## src/tss_pkg.sv

```systemverilog
// ----------------------------------------------------------------------------
// tss_pkg: shared types and constants of the scanline span block
// word formats of the command and result channels, register map, limits
// ----------------------------------------------------------------------------
package tss_pkg;

	localparam int FIELD_BITS = 12;
	localparam int ROW_BITS   = 11;
	localparam int REG_BITS   = 12;
	localparam int SPAN_MAX   = 2047;

	localparam logic [REG_BITS-1:0] WIDTH_RESET  = 12'd480;
	localparam logic [REG_BITS-1:0] HEIGHT_RESET = 12'd272;

	// register index, taken from paddr[2]
	localparam logic REG_WIDTH  = 1'b0;
	localparam logic REG_HEIGHT = 1'b1;

	typedef struct packed {
		logic signed [FIELD_BITS-1:0] ax;
		logic signed [FIELD_BITS-1:0] ay;
		logic signed [FIELD_BITS-1:0] bx;
		logic signed [FIELD_BITS-1:0] by;
		logic signed [FIELD_BITS-1:0] cx;
		logic signed [FIELD_BITS-1:0] cy;
		logic [ROW_BITS-1:0]          row;
		logic [31:0]                  fill_color;
	} tss_in_t;

	typedef struct packed {
		logic                span_valid;
		logic [ROW_BITS-1:0] span_row;
		logic [ROW_BITS-1:0] span_left;
		logic [ROW_BITS-1:0] span_right;
		logic [31:0]         span_color;
	} tss_out_t;

	// per-word control that rides along the pipe
	typedef struct packed {
		logic                hit;
		logic [ROW_BITS-1:0] row;
		logic [31:0]         color;
	} tss_side_t;

endpackage

```

## src/tss_div_cell.sv

```systemverilog
// ----------------------------------------------------------------------------
// tss_div_cell: one restoring division cell
// resolves quotient bit K and hands remainder, divisor and quotient onward
// ----------------------------------------------------------------------------
module tss_div_cell #(
	parameter int CB = 12,
	parameter int K  = 0
) (
	input  logic              clk,
	input  logic [2*CB+1:0]   rem_i,
	input  logic [CB:0]       dvs_i,
	input  logic [CB:0]       quo_i,
	output logic [2*CB+1:0]   rem_o,
	output logic [CB:0]       dvs_o,
	output logic [CB:0]       quo_o
);
	localparam int AW = 2 * CB + 2;

	logic [AW:0]   shifted;
	logic [AW:0]   diff;
	logic          take;
	logic [AW-1:0] rem_n;
	logic [CB:0]   quo_n;
	logic [AW-1:0] rem_q;
	logic [CB:0]   dvs_q;
	logic [CB:0]   quo_q;

	// trial subtract of the divisor at this bit weight
	always_comb begin
		shifted  = (AW + 1)'(dvs_i) << K;
		diff     = {1'b0, rem_i} - shifted;
		take     = ~diff[AW];
		rem_n    = take ? diff[AW-1:0] : rem_i;
		quo_n    = quo_i;
		quo_n[K] = take;
	end

	always_ff @(posedge clk) begin
		rem_q <= rem_n;
		dvs_q <= dvs_i;
		quo_q <= quo_n;
	end

	assign rem_o = rem_q;
	assign dvs_o = dvs_q;
	assign quo_o = quo_q;

endmodule

```

## src/tss_edge_setup.sv

```systemverilog
// ----------------------------------------------------------------------------
// tss_edge_setup: vertex sort and edge setup
// sorts by y, picks long and short edge, forms dividend magnitude and sign
// ----------------------------------------------------------------------------
module tss_edge_setup #(
	parameter int CB = 12
) (
	input  logic                         clk,
	input  logic                         arst_n,
	input  logic                         in_valid,
	input  tss_pkg::tss_in_t             cmd,
	input  logic [tss_pkg::REG_BITS-1:0] height,
	output logic                         out_valid,
	output tss_pkg::tss_side_t           side,
	output logic signed [CB-1:0]         x0_long,
	output logic signed [CB-1:0]         x0_short,
	output logic [2*CB+1:0]              rem_long,
	output logic [2*CB+1:0]              rem_short,
	output logic [CB:0]                  dvs_long,
	output logic [CB:0]                  dvs_short,
	output logic                         neg_long,
	output logic                         neg_short
);
	import tss_pkg::*;

	localparam int W  = (CB + 2 > ROW_BITS + 2) ? CB + 2 : ROW_BITS + 2;
	localparam int AW = 2 * CB + 2;
	localparam int PW = 2 * CB + 2;
	localparam int NW = 2 * CB + 4;

	function automatic logic signed [CB-1:0] coord(input logic signed [FIELD_BITS-1:0] f);
		logic signed [15:0] e;
		e = 16'(f);
		return e[CB-1:0];
	endfunction

	logic signed [CB-1:0] x1, y1, x2, y2, x3, y3;
	logic signed [CB-1:0] t;
	logic signed [W-1:0]  rw, y1w, y2w, y3w, numl_w, nums_w;
	logic                 hit, upper, flat;
	logic signed [CB:0]   dxl, dxs, denl_w, dens_w;
	logic signed [CB-1:0] x0s;
	logic [CB-1:0]        numl, nums, denl, dens;

	logic                 valid_s1, valid_s2, valid_s3;
	tss_side_t            side_s1, side_s2, side_s3;
	logic signed [CB-1:0] x0l_s1, x0s_s1, x0l_s2, x0s_s2, x0l_s3, x0s_s3;
	logic signed [CB:0]   dxl_s1, dxs_s1;
	logic [CB-1:0]        numl_s1, nums_s1, denl_s1, dens_s1, denl_s2, dens_s2;
	logic signed [PW-1:0] pl_s2, ps_s2;
	logic signed [NW-1:0] nl, ns;
	logic signed [NW-1:0] al, as_n;
	logic [AW-1:0]        reml_s3, rems_s3;
	logic [CB:0]          dvsl_s3, dvss_s3;
	logic                 negl_s3, negs_s3;

	// sort by y with three strict compare-swaps, then edge setup
	always_comb begin
		t  = '0;
		x1 = coord(cmd.ax); y1 = coord(cmd.ay);
		x2 = coord(cmd.bx); y2 = coord(cmd.by);
		x3 = coord(cmd.cx); y3 = coord(cmd.cy);
		if (y1 > y2) begin
			t = y1; y1 = y2; y2 = t;
			t = x1; x1 = x2; x2 = t;
		end
		if (y1 > y3) begin
			t = y1; y1 = y3; y3 = t;
			t = x1; x1 = x3; x3 = t;
		end
		if (y2 > y3) begin
			t = y2; y2 = y3; y3 = t;
			t = x2; x2 = x3; x3 = t;
		end
		rw  = signed'({{(W-ROW_BITS){1'b0}}, cmd.row});
		y1w = W'(y1);
		y2w = W'(y2);
		y3w = W'(y3);
		hit = (y3 != y1) && (rw >= y1w) && (rw <= y3w) && ({1'b0, cmd.row} < height);
		upper = (rw <= y2w) && (y2 > y1);
		flat  = (y3 == y2);

		dxl    = (CB + 1)'(x3) - (CB + 1)'(x1);
		numl_w = rw - y1w;
		denl_w = (CB + 1)'(y3) - (CB + 1)'(y1);

		priority if (upper) begin
			x0s    = x1;
			dxs    = (CB + 1)'(x2) - (CB + 1)'(x1);
			nums_w = rw - y1w;
			dens_w = (CB + 1)'(y2) - (CB + 1)'(y1);
		end else if (flat) begin
			x0s    = x2;
			dxs    = '0;
			nums_w = '0;
			dens_w = (CB + 1)'(1);
		end else begin
			x0s    = x2;
			dxs    = (CB + 1)'(x3) - (CB + 1)'(x2);
			nums_w = rw - y2w;
			dens_w = (CB + 1)'(y3) - (CB + 1)'(y2);
		end

		numl = numl_w[CB-1:0];
		nums = nums_w[CB-1:0];
		denl = denl_w[CB-1:0];
		dens = dens_w[CB-1:0];
		// no span: keep the dividers on a harmless word
		if (!hit) begin
			dxl  = '0; dxs  = '0;
			numl = '0; nums = '0;
			denl = CB'(1); dens = CB'(1);
		end
	end

	// dividend 2*dx*num + den, sign and magnitude
	always_comb begin
		nl   = {pl_s2[PW-1], pl_s2, 1'b0} + NW'({1'b0, denl_s2});
		ns   = {ps_s2[PW-1], ps_s2, 1'b0} + NW'({1'b0, dens_s2});
		al   = nl[NW-1] ? -nl : nl;
		as_n = ns[NW-1] ? -ns : ns;
	end

	// stage valid bits
	always_ff @(posedge clk or negedge arst_n) begin
		if (!arst_n) begin
			valid_s1 <= 1'b0;
			valid_s2 <= 1'b0;
			valid_s3 <= 1'b0;
		end else begin
			valid_s1 <= in_valid;
			valid_s2 <= valid_s1;
			valid_s3 <= valid_s2;
		end
	end

	// payload pipe
	always_ff @(posedge clk) begin
		side_s1 <= '{hit: hit, row: cmd.row, color: cmd.fill_color};
		x0l_s1  <= x1;
		x0s_s1  <= x0s;
		dxl_s1  <= dxl;
		dxs_s1  <= dxs;
		numl_s1 <= numl;
		nums_s1 <= nums;
		denl_s1 <= denl;
		dens_s1 <= dens;

		side_s2 <= side_s1;
		x0l_s2  <= x0l_s1;
		x0s_s2  <= x0s_s1;
		pl_s2   <= PW'(dxl_s1) * PW'($signed({1'b0, numl_s1}));
		ps_s2   <= PW'(dxs_s1) * PW'($signed({1'b0, nums_s1}));
		denl_s2 <= denl_s1;
		dens_s2 <= dens_s1;

		side_s3 <= side_s2;
		x0l_s3  <= x0l_s2;
		x0s_s3  <= x0s_s2;
		reml_s3 <= al[AW-1:0];
		rems_s3 <= as_n[AW-1:0];
		dvsl_s3 <= {denl_s2, 1'b0};
		dvss_s3 <= {dens_s2, 1'b0};
		negl_s3 <= nl[NW-1];
		negs_s3 <= ns[NW-1];
	end

	assign out_valid = valid_s3;
	assign side      = side_s3;
	assign x0_long   = x0l_s3;
	assign x0_short  = x0s_s3;
	assign rem_long  = reml_s3;
	assign rem_short = rems_s3;
	assign dvs_long  = dvsl_s3;
	assign dvs_short = dvss_s3;
	assign neg_long  = negl_s3;
	assign neg_short = negs_s3;

endmodule

```

## src/triangle_scanline_span.sv

```systemverilog
// ----------------------------------------------------------------------------
// triangle_scanline_span: horizontal fill span of a triangle on one row
// sorted-vertex edge interpolation through a chain of divider cells
// ----------------------------------------------------------------------------
// Usage:
//   Command channel: a word (three vertices, row, colour) is taken at each
//   rising edge with start high and busy low. busy is always low, so a new
//   word may be issued every cycle.
//   Result channel: each command gives exactly one result word, shown on
//   result for one cycle with done high. The receiver cannot stall; results
//   leave in command order.
//   Pipeline: three setup stages (sort, multiply, sign/magnitude), one divider
//   cell per quotient bit (COORD_BITS + 1) and two span stages lie between
//   acceptance and done.
//   Throughput: one word per cycle; every cell of both edge chains works on
//   a different word each cycle.
//   Config: APB port, screen_width at 0x0, screen_height at 0x4, written at
//   the access cycle, readable; write only while no word is in flight.
//   Reset: asynchronous, low active; clears the pipe valid bits and loads
//   width 480 and height 272.
// ----------------------------------------------------------------------------
module triangle_scanline_span #(
	parameter int COORD_BITS = 12
) (
	input  logic             clk,
	input  logic             arst_n,
	input  logic             start,
	output logic             busy,
	input  tss_pkg::tss_in_t cmd,
	output logic             done,
	output tss_pkg::tss_out_t result,
	input  logic             psel,
	input  logic             penable,
	input  logic             pwrite,
	input  logic [2:0]       paddr,
	input  logic [31:0]      pwdata,
	output logic [31:0]      prdata,
	output logic             pready
);
	import tss_pkg::*;

	localparam int CB = COORD_BITS;
	localparam int AW = 2 * CB + 2;
	localparam int QB = CB + 1;
	localparam int XW = CB + 3;
	localparam int EW = ((XW > ROW_BITS + 2) ? XW : ROW_BITS + 2) + 1;

	logic [REG_BITS-1:0] width_q, height_q;
	logic                wr_en;

	logic                 set_valid;
	tss_side_t            set_side;
	logic signed [CB-1:0] set_x0l, set_x0s;
	logic                 set_negl, set_negs;

	logic [AW-1:0] rem_l [QB+1];
	logic [AW-1:0] rem_s [QB+1];
	logic [CB:0]   dvs_l [QB+1];
	logic [CB:0]   dvs_s [QB+1];
	logic [CB:0]   quo_l [QB+1];
	logic [CB:0]   quo_s [QB+1];

	logic                 valid_q [QB];
	tss_side_t            side_q  [QB];
	logic signed [CB-1:0] x0l_q   [QB];
	logic signed [CB-1:0] x0s_q   [QB];
	logic                 negl_q  [QB];
	logic                 negs_q  [QB];

	logic signed [CB+1:0] qvl, qvs, qsl, qss;
	logic                 valid_s4;
	tss_side_t            side_s4;
	logic signed [XW-1:0] xl_s4, xs_s4;

	logic signed [EW-1:0] xa, xb, wl, xl_e, xs_e;
	logic                 ok;
	logic                 done_q;
	tss_out_t             result_q;

	// configuration registers
	assign wr_en  = psel && penable && pwrite;
	assign pready = 1'b1;

	always_ff @(posedge clk or negedge arst_n) begin
		if (!arst_n) begin
			width_q  <= WIDTH_RESET;
			height_q <= HEIGHT_RESET;
		end else if (wr_en) begin
			unique case (paddr[2])
				REG_WIDTH:  width_q  <= pwdata[REG_BITS-1:0];
				REG_HEIGHT: height_q <= pwdata[REG_BITS-1:0];
				default:    ;
			endcase
		end
	end

	always_comb begin
		unique case (paddr[2])
			REG_WIDTH:  prdata = {{(32-REG_BITS){1'b0}}, width_q};
			REG_HEIGHT: prdata = {{(32-REG_BITS){1'b0}}, height_q};
			default:    prdata = '0;
		endcase
	end

	assign busy = 1'b0;

	// sort and edge setup
	tss_edge_setup #(.CB(CB)) u_setup (
		.clk       (clk),
		.arst_n    (arst_n),
		.in_valid  (start && !busy),
		.cmd       (cmd),
		.height    (height_q),
		.out_valid (set_valid),
		.side      (set_side),
		.x0_long   (set_x0l),
		.x0_short  (set_x0s),
		.rem_long  (rem_l[0]),
		.rem_short (rem_s[0]),
		.dvs_long  (dvs_l[0]),
		.dvs_short (dvs_s[0]),
		.neg_long  (set_negl),
		.neg_short (set_negs)
	);

	assign quo_l[0] = '0;
	assign quo_s[0] = '0;

	// divider cell chains, most significant quotient bit first
	for (genvar j = 0; j < QB; j++) begin : g_cell
		tss_div_cell #(.CB(CB), .K(QB - 1 - j)) u_long (
			.clk   (clk),
			.rem_i (rem_l[j]),
			.dvs_i (dvs_l[j]),
			.quo_i (quo_l[j]),
			.rem_o (rem_l[j+1]),
			.dvs_o (dvs_l[j+1]),
			.quo_o (quo_l[j+1])
		);
		tss_div_cell #(.CB(CB), .K(QB - 1 - j)) u_short (
			.clk   (clk),
			.rem_i (rem_s[j]),
			.dvs_i (dvs_s[j]),
			.quo_i (quo_s[j]),
			.rem_o (rem_s[j+1]),
			.dvs_o (dvs_s[j+1]),
			.quo_o (quo_s[j+1])
		);
	end

	// side line in step with the cells
	always_ff @(posedge clk or negedge arst_n) begin
		if (!arst_n) begin
			for (int i = 0; i < QB; i++) valid_q[i] <= 1'b0;
		end else begin
			valid_q[0] <= set_valid;
			for (int i = 1; i < QB; i++) valid_q[i] <= valid_q[i-1];
		end
	end

	always_ff @(posedge clk) begin
		side_q[0] <= set_side;
		x0l_q[0]  <= set_x0l;
		x0s_q[0]  <= set_x0s;
		negl_q[0] <= set_negl;
		negs_q[0] <= set_negs;
		for (int i = 1; i < QB; i++) begin
			side_q[i] <= side_q[i-1];
			x0l_q[i]  <= x0l_q[i-1];
			x0s_q[i]  <= x0s_q[i-1];
			negl_q[i] <= negl_q[i-1];
			negs_q[i] <= negs_q[i-1];
		end
	end

	// signed quotient plus start x gives each edge x
	always_comb begin
		qvl = signed'({1'b0, quo_l[QB]});
		qvs = signed'({1'b0, quo_s[QB]});
		qsl = negl_q[QB-1] ? -qvl : qvl;
		qss = negs_q[QB-1] ? -qvs : qvs;
	end

	always_ff @(posedge clk or negedge arst_n) begin
		if (!arst_n) begin
			valid_s4 <= 1'b0;
		end else begin
			valid_s4 <= valid_q[QB-1];
		end
	end

	always_ff @(posedge clk) begin
		side_s4 <= side_q[QB-1];
		xl_s4   <= XW'(x0l_q[QB-1]) + XW'(qsl);
		xs_s4   <= XW'(x0s_q[QB-1]) + XW'(qss);
	end

	// order the ends, clip to the screen
	always_comb begin
		xl_e = EW'(xl_s4);
		xs_e = EW'(xs_s4);
		wl   = signed'(EW'({1'b0, width_q})) - EW'(1);
		xa   = (xl_e < xs_e) ? xl_e : xs_e;
		xb   = (xl_e < xs_e) ? xs_e : xl_e;
		if (xa < 0) xa = '0;
		if (xb > wl) xb = wl;
		if (xb > EW'(SPAN_MAX)) xb = EW'(SPAN_MAX);
		ok = side_s4.hit && (xa <= xb);
	end

	// result register
	always_ff @(posedge clk or negedge arst_n) begin
		if (!arst_n) begin
			done_q <= 1'b0;
		end else begin
			done_q <= valid_s4;
		end
	end

	always_ff @(posedge clk) begin
		result_q.span_valid <= ok;
		result_q.span_row   <= side_s4.row;
		result_q.span_left  <= ok ? xa[ROW_BITS-1:0] : '0;
		result_q.span_right <= ok ? xb[ROW_BITS-1:0] : '0;
		result_q.span_color <= side_s4.color;
	end

	assign done   = done_q;
	assign result = result_q;

endmodule

```

## config.mk

```make
export PLATFORM = sky130hd
export DESIGN_NAME = triangle_scanline_span
export DESIGN_NICKNAME = d
export VERILOG_FILES = /design/src/tss_pkg.sv /design/src/tss_div_cell.sv /design/src/tss_edge_setup.sv /design/src/triangle_scanline_span.sv
export SDC_FILE = /design/constraint.sdc
export NUM_CORES = 2
export LEC_CHECK = 0
export BUFFER_PORTS_ARGS = -buffer_cell sky130_fd_sc_hd__buf_4
export CAP_MARGIN = 0
export CELL_PAD_IN_SITES_DETAIL_PLACEMENT = 1
export CELL_PAD_IN_SITES_GLOBAL_PLACEMENT = 2
export CORE_ASPECT_RATIO = 0.6
export CORE_UTILIZATION = 45
export CTS_CLUSTER_DIAMETER = 150
export DETAILED_ROUTE_END_ITERATION = 6
export PLACE_DENSITY = 0.82
export SYNTH_ARGS = -nofsm -noshare
export SYNTH_HDL_FRONTEND = slang
export SYNTH_SLANG_ARGS = --single-unit
```

## constraint.sdc

```tcl
create_clock -name clk -period 12.8 [get_ports clk]
set_clock_uncertainty 0.2 [all_clocks]
set_input_delay 1.28 -clock clk [delete_from_list [all_inputs] [get_ports clk]]
set_output_delay 1.28 -clock clk [all_outputs]
set_load 0.03 [all_outputs]
```

==> impl_metrics.yaml <==
clock_network:
  cts_resized: 0
  cts_sinks: 2592
  cts_buffers: 226
  cts_tree: "yes"
  cts.path.max_buffers: 4
  clkTransAtPathRegs_ps: 70
  htree_levels: 4
  post-cts-setup-buffers: 0
  cts_root_buffer: "clkbuf_16"
  clkLatencyLatePin_ps: 900
  cts_hold_buf: 0
final_layout:
  area_growth_syn_to_layout_pct: 13.8
  drive_gt1_frac: 0.0917
  fin_nets: 10500
  final_area_mm2: 0.110
  fill_cells: 22600
logic_synthesis:
  synth_commonest_cells: "2550 x dfxtp_1, 1074 x inv_1, 662 x ha_1, 587 x nor2_1, 505 x a21oi_1"
  netlist.area_leader.share: 0.527
  synthArstFlopShare: 0.0162
  syn_area_mm2: 0.0969
  synth_enable_flop_cells: 0
  synth_cells: 9001
  ys.flop_type: "dfxtp_1"
  yosysUniqueCellTypes: 97
  synth_area_leaders: "dfxtp_1 53%, ha_1 8.5%, fa_1 6.8%"
  synth_most_common_cell: "dfxtp_1"
  synth_seq_area_share: 0.538
  synth_top_area_cell: "dfxtp_1"
  ys_ff_latch: 2592
  yosysWarnings: 0
  synth.avg_cell_area_um2: 10.8
die:
  coreArea_mm2: 0.213
  die_h_um: 361
  num_rows: 131
  dieArea_mm2: 0.217
  ioPinCount: 257
  initial_core_util: 0.454
  die_x_um: 601
drt:
  drcViolationCount: 0
  antenna_left: 0
  drt_first_iter_violations: 3220
  vias: 61300
  via_per_inst: 4.93
  avgRoutedWirePerCell_um: 19.0
  drt-pass1-iter-count: 5
  drt-total-wl_um: 237000
worst_setup_path:
  crit_path_start_kind: "primary input"
  worst-path-stages: 40
  cpMostUsedCell: "o21a_1"
  r2r_end: "result[53]"
  crit_buf_inv: 5
  path_max_fanout: 37
  timing.rr.start: "xs_s4[1]"
  reg2reg_depth: 45
  cp_top_family: "compound AO/OA/AOI/OAI gates"
  endpoint_kind: "register"
  worstPathArrival_ps: 11300
  critPathMaxStageDelay_ps: 590
  path_class: "primary input to register"
  required_ps: 13340
  reg2reg_slack_ps: 3300
  slowest_stage: "mux2i_1"
sta:
  max_freq_mhz: 92.9
  period_share: 0.841
  maxSlewHeadroom: 0.142
  hold_violations: 0
  final_max_slew_viol_count: 0
  rsz0062_at_grt: "no"
  tightestPinTransition_ps: 1290
  fin_setup_tns_ps: 0
  period_minus_slack_ps: 10760
  setup_viol: 0
place:
  io_buffers: 212
  gp_congestion: 0.879
  hpwlAfterDp_um: 180000
  placed_area_mm2: 0.102
global_route:
  grt_pass1_wl_um: 377000
  grt.total_usage: 0.220
  grt_max_degree: 46
  grt_overflow_total: 0
  antenna_found_initial: 17
  first_global_vias: 66700
run_status:
  status: "finished clean"
hold_path:
  worstHoldPathCells: 0
  hold_path.class: "register to register"
  hp-start: "side_q[7][22]"
  min_to: "side_q[8][22]"
power:
  peakVddDrop_mv: 0.190
  powerDensity_mw_per_mm2: 280
  p_leak_nw: 48.8
job:
  maxCapViolations: 0
## per-stage QoR
step / hold slack (ps) / std cells / setup slack, ps / utilization / power (mW)
floorplan: 110 / 9021 / 58.9 / - / 19.9
global placement: 109 / 12000 / 1340 / 0.480 / 23.2
detailed placement: 113 / 12000 / 1320 / 0.480 / 23.7
CTS: 55.7 / 12400 / 2130 / 0.517 / 31.2
global route: 68.4 / 12400 / 1360 / 0.517 / 33.2
finish: 62.9 / 12400 / 2040 / 0.517 / 30.9
## state kept, by name, indices dropped and copies added, names as in the netlist, 66 cells and up
name	flops
g_cell.u_short.quo_o	91
g_cell.u_long.dvs_o	132
side_q	572
g_cell.u_short.dvs_o	132
result	66
g_cell.u_long.quo_o	91
x0l_q	156
g_cell.u_long.rem_o	312
x0s_q	156
g_cell.u_short.rem_o	312
## where the power goes
group / internal (mW) / switching, mW / total [mW] / leakage, nW
logic: 5.15 / 6.54 / 11.7 / 23.2
clock network: 4.10 / 3.10 / 7.20 / 3.85
registers: 10.4 / 1.57 / 12.0 / 21.7
## final cells by class
type                       instances  area (um^2)  area share
multi-input combinational       5132        40000       0.362
antenna                            2         5.00   0.0000454
tap                             2859         3580      0.0324
clock inverter                   132         1660      0.0150
clock buffer                     284         6250      0.0566
timing repair buffer             357         2720      0.0246
inverter                        1078         4050      0.0367
sequential                      2592        52100       0.472
## cells in the final DEF (no fill, tap or decap), types with 27 or more instances in the layout
master / instances
clkinv_2: 45
mux2_2: 65
o31ai_1: 58
buf_4: 354
o21a_1: 52
a21o_1: 228
bufinv_16: 30
xor2_1: 153
dfrtp_1: 36
nand2b_1: 126
nor3_1: 101
and2_1: 241
fa_1: 330
nor2_1: 587
a21boi_0: 88
nand3b_1: 27
o21ai_0: 291
clkbuf_8: 31
xnor2_1: 397
clkbuf_16: 229
nand4_1: 31
nor4_1: 40
or3_1: 39
a21oi_1: 504
nand3_1: 133
dfxtp_1: 2550
o22ai_1: 31
nand2_1: 433
nor2b_1: 115
o21bai_1: 45
mux2i_1: 38
ha_1: 662
and3_1: 29
inv_1: 1074
## routing by layer
metal | up-vias | wire length (um) | track usage
met1 | 30000 | 117000 | 0.314
met5 | - | 13 | 0
met4 | 2 | 5350 | 0.0543
li1 | 30000 | - | -
met2 | 957 | 102000 | 0.343
met3 | 315 | 12000 | 0.0431
## worst max-delay path by stage
stage	startpoint	end	slack [ps]
5_1_grt	cmd[72]	u_setup.dxs_s1[11]	1360
3_3_place_gp	cmd[72]	u_setup.nums_s1[11]	1340
4_1_cts	cmd[72]	u_setup.nums_s1[11]	2130
6_report	cmd[72]	u_setup.nums_s1[11]	2040
2_1_floorplan	cmd[91]	u_setup.nums_s1[11]	60
3_5_place_dp	cmd[72]	u_setup.nums_s1[11]	1320
## cell families (layout without fill, tap and decap cells)
kind of cell / Yosys count / in the layout / share of synthesized area
DFF: 2592 / 2592 / 0.538
and+or+nand+nor: 1975 / 1975 / 0.0997
AOI/OAI and AO/OA: 1483 / 1483 / 0.0955
buffers and inverters: 1297 / 1851 / 0.0514
adders and majority gates: 998 / 998 / 0.154
xor gates and xnor gates: 551 / 551 / 0.0499
muxes: 103 / 103 / 0.0115
other: 2 / 24 / 0.0000775
Power figures use the tool's default switching activity.
